### config.mk
export PLATFORM = sky130hd
export DESIGN_NAME = fp_instruction_decoder
export DESIGN_NICKNAME = d
export VERILOG_FILES = /design/src/rtl/core/fpd_pkg.sv /design/src/rtl/core/fpd_decode.sv /design/src/rtl/core/fp_instruction_decoder.sv
export SDC_FILE = /design/constraint.sdc
export NUM_CORES = 1
export LEC_CHECK = 0
export BUFFER_PORTS_ARGS = -buffer_cell sky130_fd_sc_hd__buf_4
export CAP_MARGIN = 10
export CORE_ASPECT_RATIO = 0.5
export CORE_MARGIN = 2
export CORE_UTILIZATION = 57
export DETAILED_ROUTE_END_ITERATION = 12
export PLACE_DENSITY = 0.81
export SYNTH_ARGS = -nofsm -noshare
export SYNTH_HDL_FRONTEND = slang
export SYNTH_SLANG_ARGS = --single-unit
### constraint.sdc
create_clock -name clk -period 3.49 [get_ports clk]
set_clock_uncertainty 0.15 [all_clocks]
set_input_delay 0.5235 -clock clk [delete_from_list [all_inputs] [get_ports clk]]
set_output_delay 0.5235 -clock clk [all_outputs]
set_load 0.01 [all_outputs]
### src/rtl/core/fpd_pkg.sv
package fpd_pkg;

	// Major opcodes of the floating-point groups
	localparam logic [6:0] OPC_LOAD_FP  = 7'h07;
	localparam logic [6:0] OPC_STORE_FP = 7'h27;
	localparam logic [6:0] OPC_FMADD    = 7'h43;
	localparam logic [6:0] OPC_FMSUB    = 7'h47;
	localparam logic [6:0] OPC_FNMSUB   = 7'h4B;
	localparam logic [6:0] OPC_FNMADD   = 7'h4F;
	localparam logic [6:0] OPC_OP_FP    = 7'h53;

	// Load/store width codes
	localparam logic [2:0] WIDTH_W = 3'b010;
	localparam logic [2:0] WIDTH_D = 3'b011;

	// OP-FP funct7[6:2] groups
	localparam logic [4:0] F5_ADD   = 5'h00;
	localparam logic [4:0] F5_SUB   = 5'h01;
	localparam logic [4:0] F5_MUL   = 5'h02;
	localparam logic [4:0] F5_DIV   = 5'h03;
	localparam logic [4:0] F5_SGNJ  = 5'h04;
	localparam logic [4:0] F5_MINMAX = 5'h05;
	localparam logic [4:0] F5_CVT_FF = 5'h08;
	localparam logic [4:0] F5_SQRT  = 5'h0B;
	localparam logic [4:0] F5_CMP   = 5'h14;
	localparam logic [4:0] F5_CVT_FI = 5'h18;
	localparam logic [4:0] F5_CVT_IF = 5'h1A;
	localparam logic [4:0] F5_MV_XF = 5'h1C;
	localparam logic [4:0] F5_MV_FX = 5'h1E;

	// Operation codes
	localparam logic [5:0] OP_FLW      = 6'd0;
	localparam logic [5:0] OP_FSW      = 6'd2;
	localparam logic [5:0] OP_FMADD    = 6'd4;
	localparam logic [5:0] OP_FADD     = 6'd8;
	localparam logic [5:0] OP_FSUB     = 6'd9;
	localparam logic [5:0] OP_FMUL     = 6'd10;
	localparam logic [5:0] OP_FDIV     = 6'd11;
	localparam logic [5:0] OP_FSQRT    = 6'd12;
	localparam logic [5:0] OP_FSGNJ    = 6'd13;
	localparam logic [5:0] OP_FMIN     = 6'd16;
	localparam logic [5:0] OP_FLE      = 6'd18;
	localparam logic [5:0] OP_FCVT_S_D = 6'd21;
	localparam logic [5:0] OP_FCVT_D_S = 6'd22;
	localparam logic [5:0] OP_FCVT_W_F = 6'd23;
	localparam logic [5:0] OP_FCVT_F_W = 6'd27;
	localparam logic [5:0] OP_FMV_X_F  = 6'd31;
	localparam logic [5:0] OP_FCLASS   = 6'd32;
	localparam logic [5:0] OP_FMV_F_X  = 6'd33;

	// Decoded fields that do not come straight from the word
	typedef struct packed {
		logic              is_fp;
		logic              ill;
		logic [5:0]        op;
		logic              dbl;
		logic signed [11:0] off;
		logic              dint;
		logic              sint;
	} dec_t;

endpackage

### src/rtl/core/fpd_decode.sv
module fpd_decode
	import fpd_pkg::*;
(
	input  logic [31:0] word,
	input  logic        xlen_is_64,
	output dec_t        dec
);

	logic [6:0] opc;
	logic [2:0] rm;
	logic [4:0] rs2;
	logic [6:0] func;
	logic       fdbl;
	logic       int_rs2_ok;
	dec_t       raw;

	assign opc  = word[6:0];
	assign rm   = word[14:12];
	assign rs2  = word[24:20];
	assign func = word[31:25];
	assign fdbl = func[0];
	assign int_rs2_ok = (rs2[4:1] == 4'd0) || ((rs2[4:2] == 3'd0) && xlen_is_64);

	// Decode the major opcode and the OP-FP function group
	always_comb begin
		raw = '0;
		raw.is_fp = 1'b1;
		case (opc)
			OPC_LOAD_FP: begin
				if (rm == WIDTH_W || rm == WIDTH_D) begin
					raw.dbl  = rm[0];
					raw.op   = OP_FLW + {5'd0, rm[0]};
					raw.off  = word[31:20];
					raw.sint = 1'b1;
				end else begin
					raw.ill = 1'b1;
				end
			end
			OPC_STORE_FP: begin
				if (rm == WIDTH_W || rm == WIDTH_D) begin
					raw.dbl  = rm[0];
					raw.op   = OP_FSW + {5'd0, rm[0]};
					raw.off  = {word[31:25], word[11:7]};
					raw.sint = 1'b1;
				end else begin
					raw.ill = 1'b1;
				end
			end
			OPC_FMADD, OPC_FMSUB, OPC_FNMSUB, OPC_FNMADD: begin
				if (!func[1]) begin
					raw.dbl = func[0];
					raw.op  = OP_FMADD + {4'd0, word[3:2]};
				end else begin
					raw.ill = 1'b1;
				end
			end
			OPC_OP_FP: begin
				raw.dbl = fdbl;
				if (func[1]) begin
					raw.ill = 1'b1;
				end else begin
					case (func[6:2])
						F5_ADD:  raw.op = OP_FADD;
						F5_SUB:  raw.op = OP_FSUB;
						F5_MUL:  raw.op = OP_FMUL;
						F5_DIV:  raw.op = OP_FDIV;
						F5_SQRT: raw.op = OP_FSQRT;
						F5_SGNJ: begin
							if (rm <= 3'd2) raw.op = OP_FSGNJ + {3'd0, rm};
							else raw.ill = 1'b1;
						end
						F5_MINMAX: begin
							if (rm <= 3'd1) raw.op = OP_FMIN + {3'd0, rm};
							else raw.ill = 1'b1;
						end
						F5_CMP: begin
							if (rm <= 3'd2) begin
								raw.op   = OP_FLE + {3'd0, rm};
								raw.dint = 1'b1;
							end else begin
								raw.ill = 1'b1;
							end
						end
						F5_CVT_FF: begin
							if (rs2 == {4'd0, ~fdbl}) raw.op = fdbl ? OP_FCVT_D_S : OP_FCVT_S_D;
							else raw.ill = 1'b1;
						end
						F5_CVT_FI: begin
							if (int_rs2_ok) begin
								raw.op   = OP_FCVT_W_F + {4'd0, rs2[1:0]};
								raw.dint = 1'b1;
							end else begin
								raw.ill = 1'b1;
							end
						end
						F5_CVT_IF: begin
							if (int_rs2_ok) begin
								raw.op   = OP_FCVT_F_W + {4'd0, rs2[1:0]};
								raw.sint = 1'b1;
							end else begin
								raw.ill = 1'b1;
							end
						end
						F5_MV_XF: begin
							if (rm == 3'd0 && (!fdbl || xlen_is_64)) begin
								raw.op   = OP_FMV_X_F;
								raw.dint = 1'b1;
							end else if (rm == 3'd1) begin
								raw.op   = OP_FCLASS;
								raw.dint = 1'b1;
							end else begin
								raw.ill = 1'b1;
							end
						end
						F5_MV_FX: begin
							if (rm == 3'd0 && (!fdbl || xlen_is_64)) begin
								raw.op   = OP_FMV_F_X;
								raw.sint = 1'b1;
							end else begin
								raw.ill = 1'b1;
							end
						end
						default: raw.ill = 1'b1;
					endcase
				end
			end
			default: raw.is_fp = 1'b0;
		endcase
	end

	// Drop everything but the flags on an illegal word
	always_comb begin
		dec = raw;
		if (raw.ill) begin
			dec.op   = '0;
			dec.dbl  = 1'b0;
			dec.off  = '0;
			dec.dint = 1'b0;
			dec.sint = 1'b0;
		end
	end

endmodule

### src/rtl/core/fp_instruction_decoder.sv
// Floating-point instruction decoder for the single- and double-precision subset.
// Input: pulse start with instr_word; a transaction is taken at each edge where
// start is high and busy is low. busy is always low, so one instruction can be
// taken every cycle.
// Output: done marks a result for exactly one cycle, with the decoded operation,
// precision, register fields, rounding mode, offset and int-side flags. There is
// no back-pressure: the receiver must take each result in the cycle it appears.
// Pipeline: an input register ahead of the decoder and a result register behind it
// drive done and the decoded fields.
// Throughput: one instruction per cycle.
// Configuration: cfg_we/cfg_wdata write xlen_is_64 (1 = 64-bit integer side);
// write it only with no transaction in flight.
// Reset: arst_n clears the pipeline valids (no result in flight) and sets
// xlen_is_64 to 1.
module fp_instruction_decoder
	import fpd_pkg::*;
(
	input  logic               clk,
	input  logic               arst_n,
	input  logic               start,
	output logic               busy,
	input  logic [31:0]        instr_word,
	input  logic               cfg_we,
	input  logic               cfg_wdata,
	output logic               done,
	output logic               is_fp_opcode,
	output logic               illegal,
	output logic [5:0]         operation,
	output logic               is_double,
	output logic [4:0]         dest_reg,
	output logic [4:0]         src1_reg,
	output logic [4:0]         src2_reg,
	output logic [4:0]         src3_reg,
	output logic [2:0]         round_mode,
	output logic signed [11:0] offset,
	output logic               dest_is_int,
	output logic               src_is_int
);

	logic        xlen_q;
	logic        valid_s1;
	logic [31:0] word_s1;
	logic        valid_s2;
	logic [31:0] word_s2;
	dec_t        dec;
	dec_t        dec_s2;

	assign busy = 1'b0;

	// Hold the configuration register
	always_ff @(posedge clk or negedge arst_n) begin
		if (!arst_n) xlen_q <= 1'b1;
		else if (cfg_we) xlen_q <= cfg_wdata;
	end

	// Capture the incoming transaction
	always_ff @(posedge clk or negedge arst_n) begin
		if (!arst_n) valid_s1 <= 1'b0;
		else valid_s1 <= start && !busy;
	end

	always_ff @(posedge clk) begin
		if (start && !busy) word_s1 <= instr_word;
	end

	fpd_decode u_decode (
		.word       (word_s1),
		.xlen_is_64 (xlen_q),
		.dec        (dec)
	);

	// Advance the decoded result into the output register
	always_ff @(posedge clk or negedge arst_n) begin
		if (!arst_n) valid_s2 <= 1'b0;
		else valid_s2 <= valid_s1;
	end

	always_ff @(posedge clk) begin
		if (valid_s1) begin
			word_s2 <= word_s1;
			dec_s2  <= dec;
		end
	end

	assign done         = valid_s2;
	assign is_fp_opcode = dec_s2.is_fp;
	assign illegal      = dec_s2.ill;
	assign operation    = dec_s2.op;
	assign is_double    = dec_s2.dbl;
	assign offset       = dec_s2.off;
	assign dest_is_int  = dec_s2.dint;
	assign src_is_int   = dec_s2.sint;
	assign dest_reg     = word_s2[11:7];
	assign src1_reg     = word_s2[19:15];
	assign src2_reg     = word_s2[24:20];
	assign src3_reg     = word_s2[31:27];
	assign round_mode   = word_s2[14:12];

endmodule

* Word level (Yosys, flattened, before mapping)
Index checks and enable logic that the tools add are counted.
** Word-level totals
- Flip-flop bits (word level) :: 90
- Input bits :: 37
- Output and inout bits :: 48
- Logic and storage cells :: 102
** Cells by class
- Add/subtract/negate cells :: 7
- $lt $le $gt $ge :: 2
- Equality and inequality tests :: 23
- Muxes and demuxes :: 39
- Bitwise operators :: 2
- Reduce and logical (&&, ||, !) cells :: 17
** Operator list (number)
- 6-bit one-hot mux with 13 select lines :: 1
- 6-bit 2-to-1 mux :: 10
- 7-bit == test, second input constant :: 5
- 8-bit one-hot mux with 4 select lines :: 1
- 5-bit == test, second input constant :: 5
- 12-bit one-hot mux with 2 select lines :: 1
- 19-bit 2-to-1 mux :: 1
- 1-bit 2-to-1 mux :: 18
- 14-bit 2-to-1 mux :: 1
- 5-bit by 2-bit adder with 6-bit output, first input constant :: 2
- 5-bit by 3-bit adder with 6-bit output, first input constant :: 2
- 5-bit by 2-bit == test with 1-bit output, second input constant :: 2
- 5-bit by 3-bit == test with 1-bit output, second input constant :: 2
- 5-bit by 4-bit == test with 1-bit output, second input constant :: 2
- 7-bit by 3-bit == test with 1-bit output, second input constant :: 1
- 7-bit by 6-bit == test with 1-bit output, second input constant :: 1
- 7-bit 2-to-1 mux :: 1
- 1-bit one-hot mux with 7 select lines :: 1
- 7-bit OR reduction :: 1
- 3-bit by 2-bit == test with 1-bit output, second input constant :: 2
- 3-bit logical NOT :: 2
- 2-bit OR reduction :: 3
- 4-bit by 3-bit adder with 5-bit output, first input constant :: 1
- 5-bit by 1-bit == test with 1-bit output :: 1
- other kinds (18) :: 23

* Longest topological paths before layout
Gate-level depths: netlist (run 1).
- Depth after elaboration :: 8
- Mapped depth :: 8
- Mapped depth without buffers :: 8

* By module
Synthesis (run 1) repeated with hierarchy kept, for this count alone.
** Second synthesis, totals
- Cell total of the unflattened synthesis :: 239
- Area, all modules :: 3558.4 µm²
** Modules (own cells, without submodules)
- fp_instruction_decoder :: times used 1, cells an instance 84, area an instance 2444.8 µm²
- fpd_decode :: times used 1, cells an instance 155, area an instance 1113.6 µm²

* Worst setup path after synthesis (run 1)
No wires, ideal clock.
- Path kind :: register to register
- Start :: reg word_s1[12]
- End :: reg dec_s2 (netlist bit illegal) (data pin)
- Data arrival time :: 1552 ps
- Required time :: 3078 ps
- Slack :: 1526 ps
- Cell stages (with the launch flop) :: 8
- Buffers on the path :: 0
- Clock period less this slack :: 1964 ps
- Cells stage by stage :: edfxtp_1 > inv_1 > ha_1 > nor2b_1 > nor2_1 > a22oi_1 > a41oi_1 > or2_2
** RTL lines
- from (decl) :: RTL line fp_instruction_decoder.sv:42 : logic [31:0] word_s1;
- from (signal assigned) :: RTL line fp_instruction_decoder.sv:63 : if (start && !busy) word_s1 <= instr_word;
- to (signal assigned) :: RTL line fp_instruction_decoder.sv:81 : dec_s2 <= dec;
- to (decl) :: RTL line fp_instruction_decoder.sv:46 : dec_t dec_s2;

* Final worst setup path (run 1)
- Start :: reg word_s1[31]
- End :: reg dec_s2 (netlist bit operation[1]) (data pin)
** On the way
- Longest elaborated chain between the ends :: 5
- Elaborated cells between the ends (all ways) :: 21
- Those cells by class :: 12 x eq/ne; 5 x mux; 4 x reduce/logical
** RTL lines
- 5-bit by 1-bit == test with 1-bit output, or another cell as far along :: RTL line fpd_decode.sv:62 : case (func[6:2])
- 5-bit OR reduction (no line) or 2-bit OR reduction (tied branches)
- 1-bit one-hot mux with 7 select lines :: RTL line fpd_decode.sv:62
- 1-bit 2-to-1 mux :: RTL line fpd_decode.sv:59 : if (func[1]) begin
- 8-bit one-hot mux with 4 select lines * :: RTL line fpd_decode.sv:28 : case (opc)
Mark *: on every way between the ends. The rest lies on a longest branch, timed or not.
A chain may end at the register's enable or synchronous reset.

==> results of run 1 <==
power breakdown:
part / internal (mW) / switching [mW] / total [mW]
registers: 1.15 / 0.0737 / 1.22
clock network: 0.518 / 0.400 / 0.918
logic: 0.114 / 0.101 / 0.214
routing by layer:
layer	vias to the layer above	part of all wire (%)	GRT usage (%)
met4	0	1.5	8.778
met3	13	9.3	7.464
met1	1148	43	32.54
met5	-	0	0
met2	156	46	37.06
li1	1123	-	-
through the flow:
| step | area, um^2 | hold slack, ps | cells |
|---|---|---|---|
| floorplan | 3522 | 77.91 | 246 |
| global placement | 4203 | 162.1 | 408 |
| detailed placement | 4203 | 167.0 | 408 |
| CTS | 4509 | 195.6 | 425 |
| global route | 4509 | 197.0 | 425 |
| finish | 4509 | 204.5 | 425 |
logic make-up (layout without fill, tap and decap cells):
logic type,count (synthesis),count (layout),synth area share [%]
compound gates,39,39,7.745
fa+ha+maj,10,10,3.552
simple gates,87,87,14.81
xor+xnor,2,2,0.4974
buf+inv,19,110,2.593
flops,81,81,68.67
mux,7,7,2.025
other cells,1,1,0.1065
registers in the layout, indices dropped and copies added (netlist names):
register,cells
word_s1,32
is_double,1
operation,6
is_fp_opcode,1
dest_is_int,1
illegal,1
offset,12
xlen_q,1
src_is_int,1
word_s2,23
done,1
valid_s1,1
critical path, stage by stage (launching register included):
cell and delay (ps):
sky130_fd_sc_hd__edfxtp_1 840, sky130_fd_sc_hd__and4bb_2 360, sky130_fd_sc_hd__nand3_1 260, sky130_fd_sc_hd__o22a_1 320, sky130_fd_sc_hd__a31o_1 240, sky130_fd_sc_hd__a21oi_2 140
cell type report:
cell class	instances	area [um^2]	share of cell area, %
clock buffers	10	239.0	5.300
clock inverters	6	57.56	1.276
inverters	10	37.54	0.8324
multi-input cells	146	1012	22.45
flip-flops and latches	81	2420	53.66
well taps	88	110.1	2.442
repair buffers	84	633.1	14.04
synth_stat cells, types with 3 or more instances:
cell type                   n  area (um^2)
sky130_fd_sc_hd__edfxtp_1  78         2342
sky130_fd_sc_hd__nor2_1    16        60.06
sky130_fd_sc_hd__nand2_1   13        48.80
sky130_fd_sc_hd__ha_1      10        125.1
sky130_fd_sc_hd__inv_1     10        37.54
sky130_fd_sc_hd__nor3_1     9        45.04
sky130_fd_sc_hd__nor2b_1    8        50.05
sky130_fd_sc_hd__nand3_1    7        35.03
sky130_fd_sc_hd__o21ai_0    7        35.03
sky130_fd_sc_hd__a21oi_1    6        30.03
sky130_fd_sc_hd__mux2i_1    6        60.06
sky130_fd_sc_hd__and2_1     5        31.28
sky130_fd_sc_hd__a22oi_1    4        30.03
sky130_fd_sc_hd__buf_2      4        20.02
sky130_fd_sc_hd__a21boi_0   3        22.52
sky130_fd_sc_hd__nand4_1    3        18.77
sky130_fd_sc_hd__nor4b_1    3        26.28
sky130_fd_sc_hd__o22ai_1    3        18.77
path summary, 6_finish.rpt:
kind / depth (start not counted) / start / to / slack (ps)
max: 5 / word_s1[31] / operation[1] / 1010
min: 1 / instr_word[31] / word_s1[31] / 200
max reg2reg: 5 / word_s1[31] / operation[1] / 1010
min reg2reg: 0 / word_s1[18] / word_s2[18] / 270
max in group asynchronous: 2 / arst_n / xlen_q / 2620
min in group asynchronous: 2 / arst_n / valid_s1 / 380
layout by cell type (no fill, tap or decap), types with 4 or more instances in the layout:
cell type                   count
sky130_fd_sc_hd__o21ai_0        7
sky130_fd_sc_hd__and2_1         5
sky130_fd_sc_hd__nand2_1       13
sky130_fd_sc_hd__nand3_1        7
sky130_fd_sc_hd__inv_1         10
sky130_fd_sc_hd__nor3_1         9
sky130_fd_sc_hd__edfxtp_1      78
sky130_fd_sc_hd__nor2b_1        8
sky130_fd_sc_hd__clkbuf_16      9
sky130_fd_sc_hd__nor2_1        16
sky130_fd_sc_hd__mux2i_1        6
sky130_fd_sc_hd__buf_4         83
sky130_fd_sc_hd__a22oi_1        4
sky130_fd_sc_hd__a21oi_1        6
sky130_fd_sc_hd__ha_1          10
timing repair:
item,CTS,global route
hold buffers,1,0
endpoints found under the setup margin,0,0
setup buffers,0,0
resized for setup,0,0
hold endpoints to repair,3,0
==> insert_results.sql, run 1 <==
INSERT INTO impl_metrics (metric_group, metric, value, unit) VALUES
('place', 'gp_congestion', '0.9013', ''),
('timing', 'report.final.slew_viol_count', '0', ''),
('clocking', 'cts_htree_levels', '3', ''),
('floorplanning', 'die_height', '59.59', 'um'),
('timing', 'max_freq', '0.4032', 'GHz'),
('timing', 'worst-slew-pin-transition', '1000', 'ps'),
('global_routing', 'grt_start_max_net_pins', '48', ''),
('clocking', 'cts_tree', 'yes', ''),
('synth', 'synth_enable_flop_cells', '78', ''),
('floorplanning', 'row_count', '20', ''),
('global_routing', 'grt_pass1_wl', '11820', 'um'),
('place', 'post-dp-hpwl', '5470', 'um'),
('setup_path', 'setup.worst_path.class', 'reg -> reg', ''),
('timing', 'setup-tns-final', '0', 'ps'),
('synth', 'postSynth.asyncResetShare', '3.704', '%'),
('pwr', 'p_leak', '1.770', 'nW'),
('route', 'first_pass_iters', '6', ''),
('floorplanning', 'die_area', '0.006862', 'mm^2'),
('timing', 'rsz0062_at_grt', 'no', ''),
('setup_path', 'crit_path_max_fanout', '25', ''),
('synth', 'ys_warn_count', '0', ''),
('route', 'ant_nets', '0', ''),
('route', 'post_drt_wl_per_cell', '18.32', 'um'),
('setup_path', 'data_arrival_time_of_the_critical_path', '2520', 'ps'),
('layout', 'antenna-diode-count', '0', ''),
('timing', 'min_period', '2480', 'ps'),
('clocking', 'clk_pin_slew_worst_paths', '70', 'ps'),
('route', 'drt_iter0_markers', '283', ''),
('global_routing', 'antenna_found_initial', '0', ''),
('pwr', 'power_density', '522.4', 'mW/mm^2'),
('floorplanning', 'horizontal_die_dimension', '115.2', 'um'),
('setup_path', 'start_kind', 'register', ''),
('synth', 'syn-num-nets', '293', ''),
('clocking', 'clock-root-buffer', 'sky130_fd_sc_hd__clkbuf_16', ''),
('synth', 'ys_seq_area_share', '68.67', '%'),
('outcome', 'run_status', 'finished, final reports clean', ''),
('synth', 'synth_cells', '246', ''),
('setup_path', 'cp.required', '3530', 'ps'),
('place', 'port_buffers', '83', ''),
('timing', 'min_period_over_period', '71.06', '%'),
('clocking', 'numCtsBuffers', '9', ''),
('layout', 'num-nets-final', '379', ''),
('run', 'max_cap_violations', '0', ''),
('pwr', 'vdd_ir_drop_max', '0.5279', 'mV'),
('global_routing', 'grt_util_all_layers', '23.95', '%'),
('route', 'postRouteWirelength', '7784', 'um'),
('route', 'routed_via_density', '5.741', ''),
('layout', 'post_route_cells_drive_above_1_share', '33.23', '%'),
('place', 'dpl_worst_slack', '1112', 'ps'),
('synth', 'ys_ff_latch', '81', ''),
('layout', 'syn_to_final_growth', '28.03', '%'),
('layout', 'postLayoutCoreUtil', '74.77', '%'),
('clocking', 'clock_path_buffers', '2', ''),
('hold_path', 'holdCritPathClass', 'in -> reg', ''),
('clocking', 'clk-insertion-delay-late', '340', 'ps'),
('synth', 'syn_area_per_cell', '14.32', 'um^2'),
('floorplanning', 'top_level_ports', '85', ''),
('timing', 'finalWorstSetupSlack', '1010', 'ps'),
('layout', 'final.fill_count', '363', ''),
('floorplanning', 'floorplan.initialDensity', '58.40', '%'),
('pwr', 'totalPowerFinal', '2.356', 'mW'),
('timing', 'final-hold-violation-count', '0', ''),
('global_routing', 'first_global_vias', '2273', ''),
('clocking', 'cts.sink_count', '81', ''),
('floorplanning', 'coreArea', '0.006031', 'mm^2'),
('synth', 'synth.cell_area', '0.003522', 'mm^2'),
('synth', 'synth_ff_type', 'sky130_fd_sc_hd__edfxtp_1', ''),
('synth', 'yosysUniqueCellTypes', '55', ''),
('timing', 'relSlewSlack', '33.30', '%'),
('timing', 'final_setup_fails', '0', ''),
('route', 'via_count', '2440', ''),
('setup_path', 'crit_path_end_kind', 'register', ''),
('route', 'drc', '0', ''),
('global_routing', 'gr-total-overflow', '0', '');
(Power assumes the default switching activity.)
==> inputs of run 2 (changes only) <==
- ABC_AREA: unset -> 1
- CORE_UTILIZATION: 57 -> 53
- PLACE_DENSITY: 0.81 -> 0.76
- clock period: 3.49 -> 2.5 ns (I/O delays scaled with it)
==> run 2 against run 1 <==
Clock power is 42% higher. Sequential cell count did not move. Combinational power rose by 53%. Utilization down 5.4 points. Count of clock-buffer cells in the layout down 1. Synthesized cell count rose by 28%. Via count up 4.8%. Sequential share of layout area fell by 0.78 points. Total power grew 40%. Sequential power up 36%. Hold slack worse by 160 ps. Fmax rose by 9.1%. Largest cell class unchanged.
==> insert_results.sql, run 2 <==
INSERT INTO impl_metrics (metric_group, metric, value, unit) VALUES
('layout', 'num-nets-final', '453', ''),
('setup_path', 'setup.worst_path.class', 'reg -> reg', ''),
('synth', 'synth.cell_area', '0.003555', 'mm^2'),
('layout', 'antenna-diode-count', '0', ''),
('clocking', 'cts_htree_levels', '3', ''),
('floorplanning', 'die_height', '61.91', 'um'),
('synth', 'yosysUniqueCellTypes', '29', ''),
('outcome', 'run_status', 'finished, final reports clean', ''),
('timing', 'final-hold-violation-count', '0', ''),
('setup_path', 'reg2regPathDepth', '8', ''),
('floorplanning', 'coreArea', '0.006595', 'mm^2'),
('setup_path', 'crit_path_end_kind', 'register', ''),
('pwr', 'vdd_ir_drop_max', '0.5768', 'mV'),
('timing', 'max_freq', '0.4399', 'GHz'),
('clocking', 'clock_path_buffers', '2', ''),
('layout', 'flip_flop_count_of_the_largest_register_all_copies_and_words_added', '32', ''),
('timing', 'rsz0062_at_grt', 'no', ''),
('synth', 'synth_enable_flop_cells', '78', ''),
('global_routing', 'grt_util_all_layers', '23.86', '%'),
('setup_path', 'crit_path_max_fanout', '7', ''),
('global_routing', 'grt_pass1_wl', '12650', 'um'),
('synth', 'ys_warn_count', '0', ''),
('layout', 'most_flop_heavy_register', 'word_s1', ''),
('route', 'ant_nets', '0', ''),
('setup_path', 'slowest_stage', 'sky130_fd_sc_hd__edfxtp_1', ''),
('synth', 'synth_cells', '315', ''),
('route', 'route.top_layer_used', 'met4', ''),
('layout', 'syn_to_final_growth', '28.72', '%'),
('timing', 'worst-slew-pin-transition', '615.8', 'ps'),
('layout', 'final.fill_count', '483', ''),
('route', 'first_pass_iters', '4', ''),
('layout', 'commonest_non_fill_non_tap_cell_in_the_layout', 'sky130_fd_sc_hd__buf_4', ''),
('synth', 'yosysMostFrequentCell', 'sky130_fd_sc_hd__edfxtp_1', ''),
('route', 'postRouteWirelength', '8327', 'um'),
('clocking', 'cts_tree', 'yes', ''),
('synth', 'ys_ff_latch', '81', ''),
('floorplanning', 'horizontal_die_dimension', '119.8', 'um'),
('setup_path', 'cp.required', '2440', 'ps'),
('place', 'dpl_worst_slack', '183.2', 'ps'),
('layout', 'final_design_area_no_fill', '0.004576', 'mm^2'),
('timing', 'final_setup_fails', '0', ''),
('setup_path', 'cp_cell_sequence', 'inv_1 -> ha_1 -> a21oi_4 -> nor2_2 -> nor2_1 -> o21ai_0 -> o21ai_0 -> nand2_1', ''),
('clocking', 'numCtsBuffers', '9', ''),
('synth', 'postSynth.asyncResetShare', '3.704', '%'),
('setup_path', 'ff2ff_setup_slack', '230', 'ps'),
('clocking', 'clk_pin_slew_worst_paths', '60', 'ps'),
('timing', 'min_period', '2273', 'ps'),
('setup_path', 'critical_path.reg2reg.startpoint', 'word_s1[13]', ''),
('route', 'via_count', '2558', ''),
('synth', 'synth_ff_type', 'sky130_fd_sc_hd__edfxtp_1', ''),
('place', 'port_buffers', '83', ''),
('place', 'post-dp-hpwl', '6168', 'um'),
('route', 'routed_via_density', '5.096', ''),
('synth', 'ys_seq_area_share', '68.04', '%'),
('place', 'post_dp_cell_area', '0.004265', 'mm^2'),
('route', 'route.layer.met1.wl', '3653', 'um'),
('clocking', 'cts.sink_count', '81', ''),
('setup_path', 'critical-path-top-cell-by-count', 'sky130_fd_sc_hd__o21ai_0', ''),
('timing', 'relSlewSlack', '58.95', '%'),
('synth', 'synth_area_leader_cell', 'sky130_fd_sc_hd__edfxtp_1', ''),
('pwr', 'p_leak', '2.036', 'nW'),
('pwr', 'power_density', '719.3', 'mW/mm^2'),
('global_routing', 'grt_start_max_net_pins', '48', ''),
('route', 'drt_iter0_markers', '231', ''),
('hold_path', 'holdCritPathClass', 'in -> reg', ''),
('layout', 'post_route_cells_drive_above_1_share', '28.05', '%'),
('floorplanning', 'die_area', '0.007418', 'mm^2'),
('synth', 'syn-num-nets', '362', ''),
('floorplanning', 'top_level_ports', '85', ''),
('setup_path', 'timing.critical_path.from', 'word_s1[13]', ''),
('layout', 'mostFrequentLayoutCells', '84 x sky130_fd_sc_hd__buf_4, 78 x sky130_fd_sc_hd__edfxtp_1, 62 x sky130_fd_sc_hd__nand2_1, 43 x sky130_fd_sc_hd__nor2_1, 39 x sky130_fd_sc_hd__inv_1', ''),
('timing', 'setup-tns-final', '0', 'ps'),
('timing', 'finalWorstSetupSlack', '226.9', 'ps'),
('setup_path', 'data_arrival_time_of_the_critical_path', '2210', 'ps'),
('synth', 'synth_top_cells_by_area', 'sky130_fd_sc_hd__edfxtp_1 66%, sky130_fd_sc_hd__nand2_1 6.5%, sky130_fd_sc_hd__nor2_1 4.5%', ''),
('global_routing', 'antenna_found_initial', '0', ''),
('route', 'met2WireLength', '3800', 'um'),
('place', 'gp_congestion', '0.9233', ''),
('route', 'drc', '0', ''),
('setup_path', 'reg2reg_to', 'operation[0]', ''),
('global_routing', 'gr-total-overflow', '0', ''),
('synth', 'yosys.area.top_type_share', '65.89', '%'),
('timing', 'report.final.slew_viol_count', '0', ''),
('global_routing', 'first_global_vias', '2424', ''),
('route', 'post_drt_wl_per_cell', '16.59', 'um'),
('route', 'met3RoutedLength', '799', 'um'),
('setup_path', 'start_kind', 'register', ''),
('timing', 'min_period_over_period', '90.92', '%'),
('setup_path', 'critPathMaxStageDelay', '490', 'ps'),
('clocking', 'clk-insertion-delay-late', '340', 'ps'),
('floorplanning', 'row_count', '21', ''),
('layout', 'multiInputGateArea', '942.2', 'um^2'),
('run', 'max_cap_violations', '0', ''),
('synth', 'syn_area_per_cell', '11.28', 'um^2'),
('clocking', 'clock-root-buffer', 'sky130_fd_sc_hd__clkbuf_16', ''),
('layout', 'flip_flop_and_latch_area', '0.002420', 'mm^2'),
('setup_path', 'end_point_of_the_critical_path', 'operation[0]', ''),
('synth', 'post_synth_most_frequent_cells', '78 x sky130_fd_sc_hd__edfxtp_1, 62 x sky130_fd_sc_hd__nand2_1, 43 x sky130_fd_sc_hd__nor2_1', ''),
('floorplanning', 'floorplan.initialDensity', '53.90', '%');
run 2: cell types whose count changed in the layout (fill, tap and decap cells not counted), moves of 5 or more:
cell | previous run | this run
sky130_fd_sc_hd__nand2_1 | 13 | 62
sky130_fd_sc_hd__inv_1 | 10 | 39
sky130_fd_sc_hd__nor2_1 | 16 | 43
sky130_fd_sc_hd__nand3_1 | 7 | 31
sky130_fd_sc_hd__nor2b_1 | 8 | 0
sky130_fd_sc_hd__mux2i_1 | 6 | 0
sky130_fd_sc_hd__and2_1 | 5 | 0
run 2: through the flow:
| stage | hold WS (ps) | cells | util [%] | total power, mW |
|---|---|---|---|---|
| after detailed placement | 14.06 | 486 | 64.67 | 2.014 |
| after CTS | 40.76 | 502 | 69.27 | 3.305 |
| after global placement | 13.05 | 486 | 64.67 | 2.006 |
| after global routing | 47.57 | 502 | 69.38 | 3.403 |
| final | 47.65 | 502 | 69.38 | 3.291 |
| after floorplan | -70.59 | 315 | - | 1.827 |
run 2: cell type report:
type,instances,area share (%)
inverters,42,3.610
flip-flops and latches,81,52.88
well taps,92,2.516
repair buffers,85,14.00
clock buffers,9,4.922
multi-input cells,187,20.59
clock inverters,6,1.477
run 2: what timing repair did:
item,CTS,global route
setup buffers,0,0
gates resized for setup,0,1
endpoints found under the hold margin,3,0
endpoints found under the setup margin,0,1
hold buffers,1,0
run 2: how the worst min path moves through the flow:
stage	from	endpoint	slack [ps]	depth (start not counted)
after floorplan	arst_n	done	-70	0
after global placement	arst_n	done	10	1
final	cfg_we	xlen_q	50	2
after detailed placement	arst_n	done	10	1
after CTS	cfg_we	xlen_q	40	2
after global routing	instr_word[7]	word_s1[7]	50	1
run 2: power breakdown:
part	total [mW]	switching [mW]	internal (mW)
logic	0.328	0.186	0.142
clock network	1.30	0.528	0.772
registers	1.66	0.0593	1.60
total	3.29	0.773	2.52
run 2: routing by layer:
metal	track usage, %	vias to the layer above
li1	-	1240
met1	31.88	1194
met2	37.14	115
met3	9.033	9
met4	7.731	0
met5	0	-
run 2: critical path, delay by kind of cell (launching register included):
| kind | cells | cell delay [ps] |
|---|---|---|
| and+or+nand+nor | 3 | 360 |
| adders and majority gates | 1 | 260 |
| AOI/OAI and AO/OA | 3 | 600 |
| buffers and inverters | 1 | 160 |
| DFF | 1 | 490 |
run 2: cell families (layout without fill, tap and decap cells):
family | after synthesis | after routing | synth area share [%]
adders and majority gates | 10 | 10 | 3.520
AOI/OAI and AO/OA | 23 | 23 | 3.661
buffers and inverters | 47 | 142 | 5.667
and+or+nand+nor | 153 | 153 | 19.01
DFF | 81 | 81 | 68.04
other | 1 | 1 | 0.1055
==> inputs of run 3 (changes only) <==
- CORE_UTILIZATION: 53 -> 48
- PLACE_DENSITY: 0.76 -> 0.73
- clock period: 2.5 -> 2 ns (I/O delays scaled with it)
==> run 3 against run 2 <==
Wire length decreased by 2.6%. Critical path depth decreased by 1. Sequential cell count unchanged. Total power increased by 26%. Hold slack got worse by 22 ps. Non-clock buffer count increased by 50. Fmax increased by 18%. Utilization increased by 0.79 points. Global-route usage decreased by 3.4 points. Via count increased by 6.8%. Count of clock-buffer cells in the layout unchanged. Sequential power increased by 25%. Critical path type unchanged. Critical endpoint unchanged. Largest cell class unchanged. Largest power group unchanged. Highest routed layer unchanged.
==> insert_results.sql, run 3 (synthesized netlist as in run 2, its figures left out) <==
INSERT INTO impl_metrics (metric_group, metric, value, unit) VALUES
('setup_path', 'setup.worst_path.class', 'reg -> reg', ''),
('timing', 'min_period_over_period', '96.24', '%'),
('hold_path', 'holdCritPathClass', 'in -> reg', ''),
('floorplanning', 'row_count', '22', ''),
('clocking', 'clk-insertion-delay-late', '340', 'ps'),
('clocking', 'clock_path_buffers', '2', ''),
('layout', 'antenna-diode-count', '0', ''),
('clocking', 'clock-root-buffer', 'sky130_fd_sc_hd__clkbuf_16', ''),
('global_routing', 'grt_util_all_layers', '20.45', '%'),
('layout', 'mostFrequentLayoutCells', '100 x sky130_fd_sc_hd__buf_4, 78 x sky130_fd_sc_hd__edfxtp_1, 60 x sky130_fd_sc_hd__nand2_1, 37 x sky130_fd_sc_hd__nor2_1, 35 x sky130_fd_sc_hd__inv_1', ''),
('floorplanning', 'top_level_ports', '85', ''),
('global_routing', 'grt_pass1_wl', '12710', 'um'),
('floorplanning', 'coreArea', '0.007239', 'mm^2'),
('pwr', 'vdd_ir_drop_max', '0.5574', 'mV'),
('route', 'postRouteWirelength', '8109', 'um'),
('pwr', 'switching_share', '24.62', '%'),
('timing', 'setup-tns-final', '0', 'ps'),
('timing', 'report.final.slew_viol_count', '0', ''),
('route', 'drc', '0', ''),
('outcome', 'run_status', 'finished, final reports clean', ''),
('pwr', 'power_switching', '1.020', 'mW'),
('pwr', 'pint', '3.123', 'mW'),
('clocking', 'cts.sink_count', '81', ''),
('pwr', 'clock_power_share', '37.6', '%'),
('place', 'post-dp-hpwl', '5825', 'um'),
('floorplanning', 'floorplan.initialDensity', '49.10', '%'),
('layout', 'num-nets-final', '503', ''),
('global_routing', 'gr-max-usage-layer', 'met2', ''),
('pwr', 'p_leak', '2.254', 'nW'),
('pwr', 'power.combinational.fraction', '12.3', '%'),
('global_routing', 'met1_layer_usage_reported_by_global_route', '29.42', '%'),
('clocking', 'clk_pin_slew_worst_paths', '60', 'ps'),
('clocking', 'cts_htree_levels', '3', ''),
('setup_path', 'data_arrival_time_of_the_critical_path', '1870', 'ps'),
('global_routing', 'grt_start_max_net_pins', '34', ''),
('timing', 'max_freq', '0.5195', 'GHz'),
('pwr', 'pwr-share-seq', '50.1', '%'),
('route', 'via_count', '2731', ''),
('floorplanning', 'die_height', '64.85', 'um'),
('timing', 'final-hold-violation-count', '0', ''),
('route', 'routed_via_density', '4.903', ''),
('layout', 'final_design_area_no_fill', '0.005080', 'mm^2'),
('place', 'dpl_worst_slack', '-201.6', 'ps'),
('global_routing', 'grt_util_met2', '30.95', '%'),
('layout', 'post_route_cells_drive_above_1_share', '31.89', '%'),
('place', 'post_dp_cell_area', '0.004335', 'mm^2'),
('setup_path', 'crit_path_max_fanout', '5', ''),
('clocking', 'numCtsBuffers', '9', ''),
('floorplanning', 'die_area', '0.008152', 'mm^2'),
('pwr', 'power_density', '815.5', 'mW/mm^2'),
('place', 'port_buffers', '83', ''),
('timing', 'final_setup_fails', '0', ''),
('setup_path', 'start_kind', 'register', ''),
('run', 'max_cap_violations', '0', ''),
('floorplanning', 'horizontal_die_dimension', '125.7', 'um'),
('global_routing', 'antenna_found_initial', '0', ''),
('timing', 'rsz0062_at_grt', 'yes', ''),
('global_routing', 'first_global_vias', '2475', ''),
('clocking', 'cts_tree', 'yes', ''),
('place', 'gp_congestion', '0.9707', ''),
('route', 'ant_nets', '0', ''),
('route', 'first_pass_iters', '5', ''),
('layout', 'syn_to_final_growth', '42.91', '%'),
('setup_path', 'cp.required', '1940', 'ps'),
('timing', 'min_period', '1925', 'ps'),
('route', 'drt_iter0_markers', '237', ''),
('layout', 'commonest_non_fill_non_tap_cell_in_the_layout', 'sky130_fd_sc_hd__buf_4', ''),
('timing', 'finalWorstSetupSlack', '75.14', 'ps'),
('global_routing', 'global_route.usage.met3', '5.533', '%'),
('layout', 'most_flop_heavy_register', 'word_s1', ''),
('global_routing', 'gr-total-overflow', '0', ''),
('setup_path', 'crit_path_end_kind', 'register', ''),
('layout', 'flip_flop_count_of_the_largest_register_all_copies_and_words_added', '32', ''),
('route', 'post_drt_wl_per_cell', '14.56', 'um');
## run 3: cell count changes in the layout (fill, tap and decap cells not counted), sizes merged
cell	change
clkinvlp	+1
dlygate4sd3	+33
inv	+1
buf	+17
bufinv	-1
## run 3: layer usage
layer,up-vias,part of all wire (%)
met5,-,0
met4,0,0.86
met3,9,6.4
met2,104,46
met1,1276,47
li1,1342,-
## run 3: per-stage QoR
step | total power [mW] | hold slack [ps] | instances | util [%]
2_1_floorplan | 2.283 | -145.6 | 315 | -
3_3_place_gp | 2.527 | -61.81 | 497 | 59.89
3_5_place_dp | 2.532 | -59.84 | 497 | 59.89
4_1_cts | 4.136 | 23.25 | 549 | 68.91
5_1_grt | 4.300 | 64.53 | 557 | 70.17
6_report | 4.143 | 25.54 | 557 | 70.17
## run 3: worst max-delay path, cell delays in order (launching register included)
cell and delay [ps]:
sky130_fd_sc_hd__edfxtp_1 440, sky130_fd_sc_hd__ha_1 250, sky130_fd_sc_hd__a21oi_4 270, sky130_fd_sc_hd__nor2_4 90
sky130_fd_sc_hd__nor2_2 160, sky130_fd_sc_hd__o21ai_0 120, sky130_fd_sc_hd__o21ai_2 150, sky130_fd_sc_hd__nand2_1 70
## run 3: what timing repair did
action | in CTS | in global routing
buffers inserted | 2 | 8
pin swaps | 0 | 4
resized for setup | 3 | 15
endpoints found under the setup margin | 2 | 8
cloned | 0 | 0
endpoints found under the hold margin | 36 | 0
hold buffers | 34 | 0
## run 3: final timing paths
path	start	end	slack, ps	depth (start not counted)
setup / recovery	word_s1[13]	operation[0]	80	7
hold / removal	cfg_wdata	xlen_q	30	3
setup reg to reg	word_s1[13]	operation[0]	80	7
hold reg to reg	word_s1[18]	word_s2[18]	270	0
max in group asynchronous	arst_n	xlen_q	1360	2
min in group asynchronous	arst_n	done	160	2
## run 3: power groups by stage
| stage | combinational [mW] | clock (mW) | sequential [mW] |
|---|---|---|---|
| after floorplan | 0.150 | 0 | 2.13 |
| after global placement | 0.416 | 0 | 2.11 |
| after detailed placement | 0.416 | 0 | 2.12 |
| after CTS | 0.479 | 1.58 | 2.08 |
| after global routing | 0.553 | 1.66 | 2.09 |
| final | 0.509 | 1.56 | 2.08 |
## run 3: layout make-up
cell class                 instances  area, um^2
sequential                        81        2420
tap                               96       120.1
timing repair buffer             135        1111
clock buffer                       9       225.2
fill                             525        2160
inverter                          42       165.2
multi-input combinational        187       975.9
clock inverter                     7       62.56
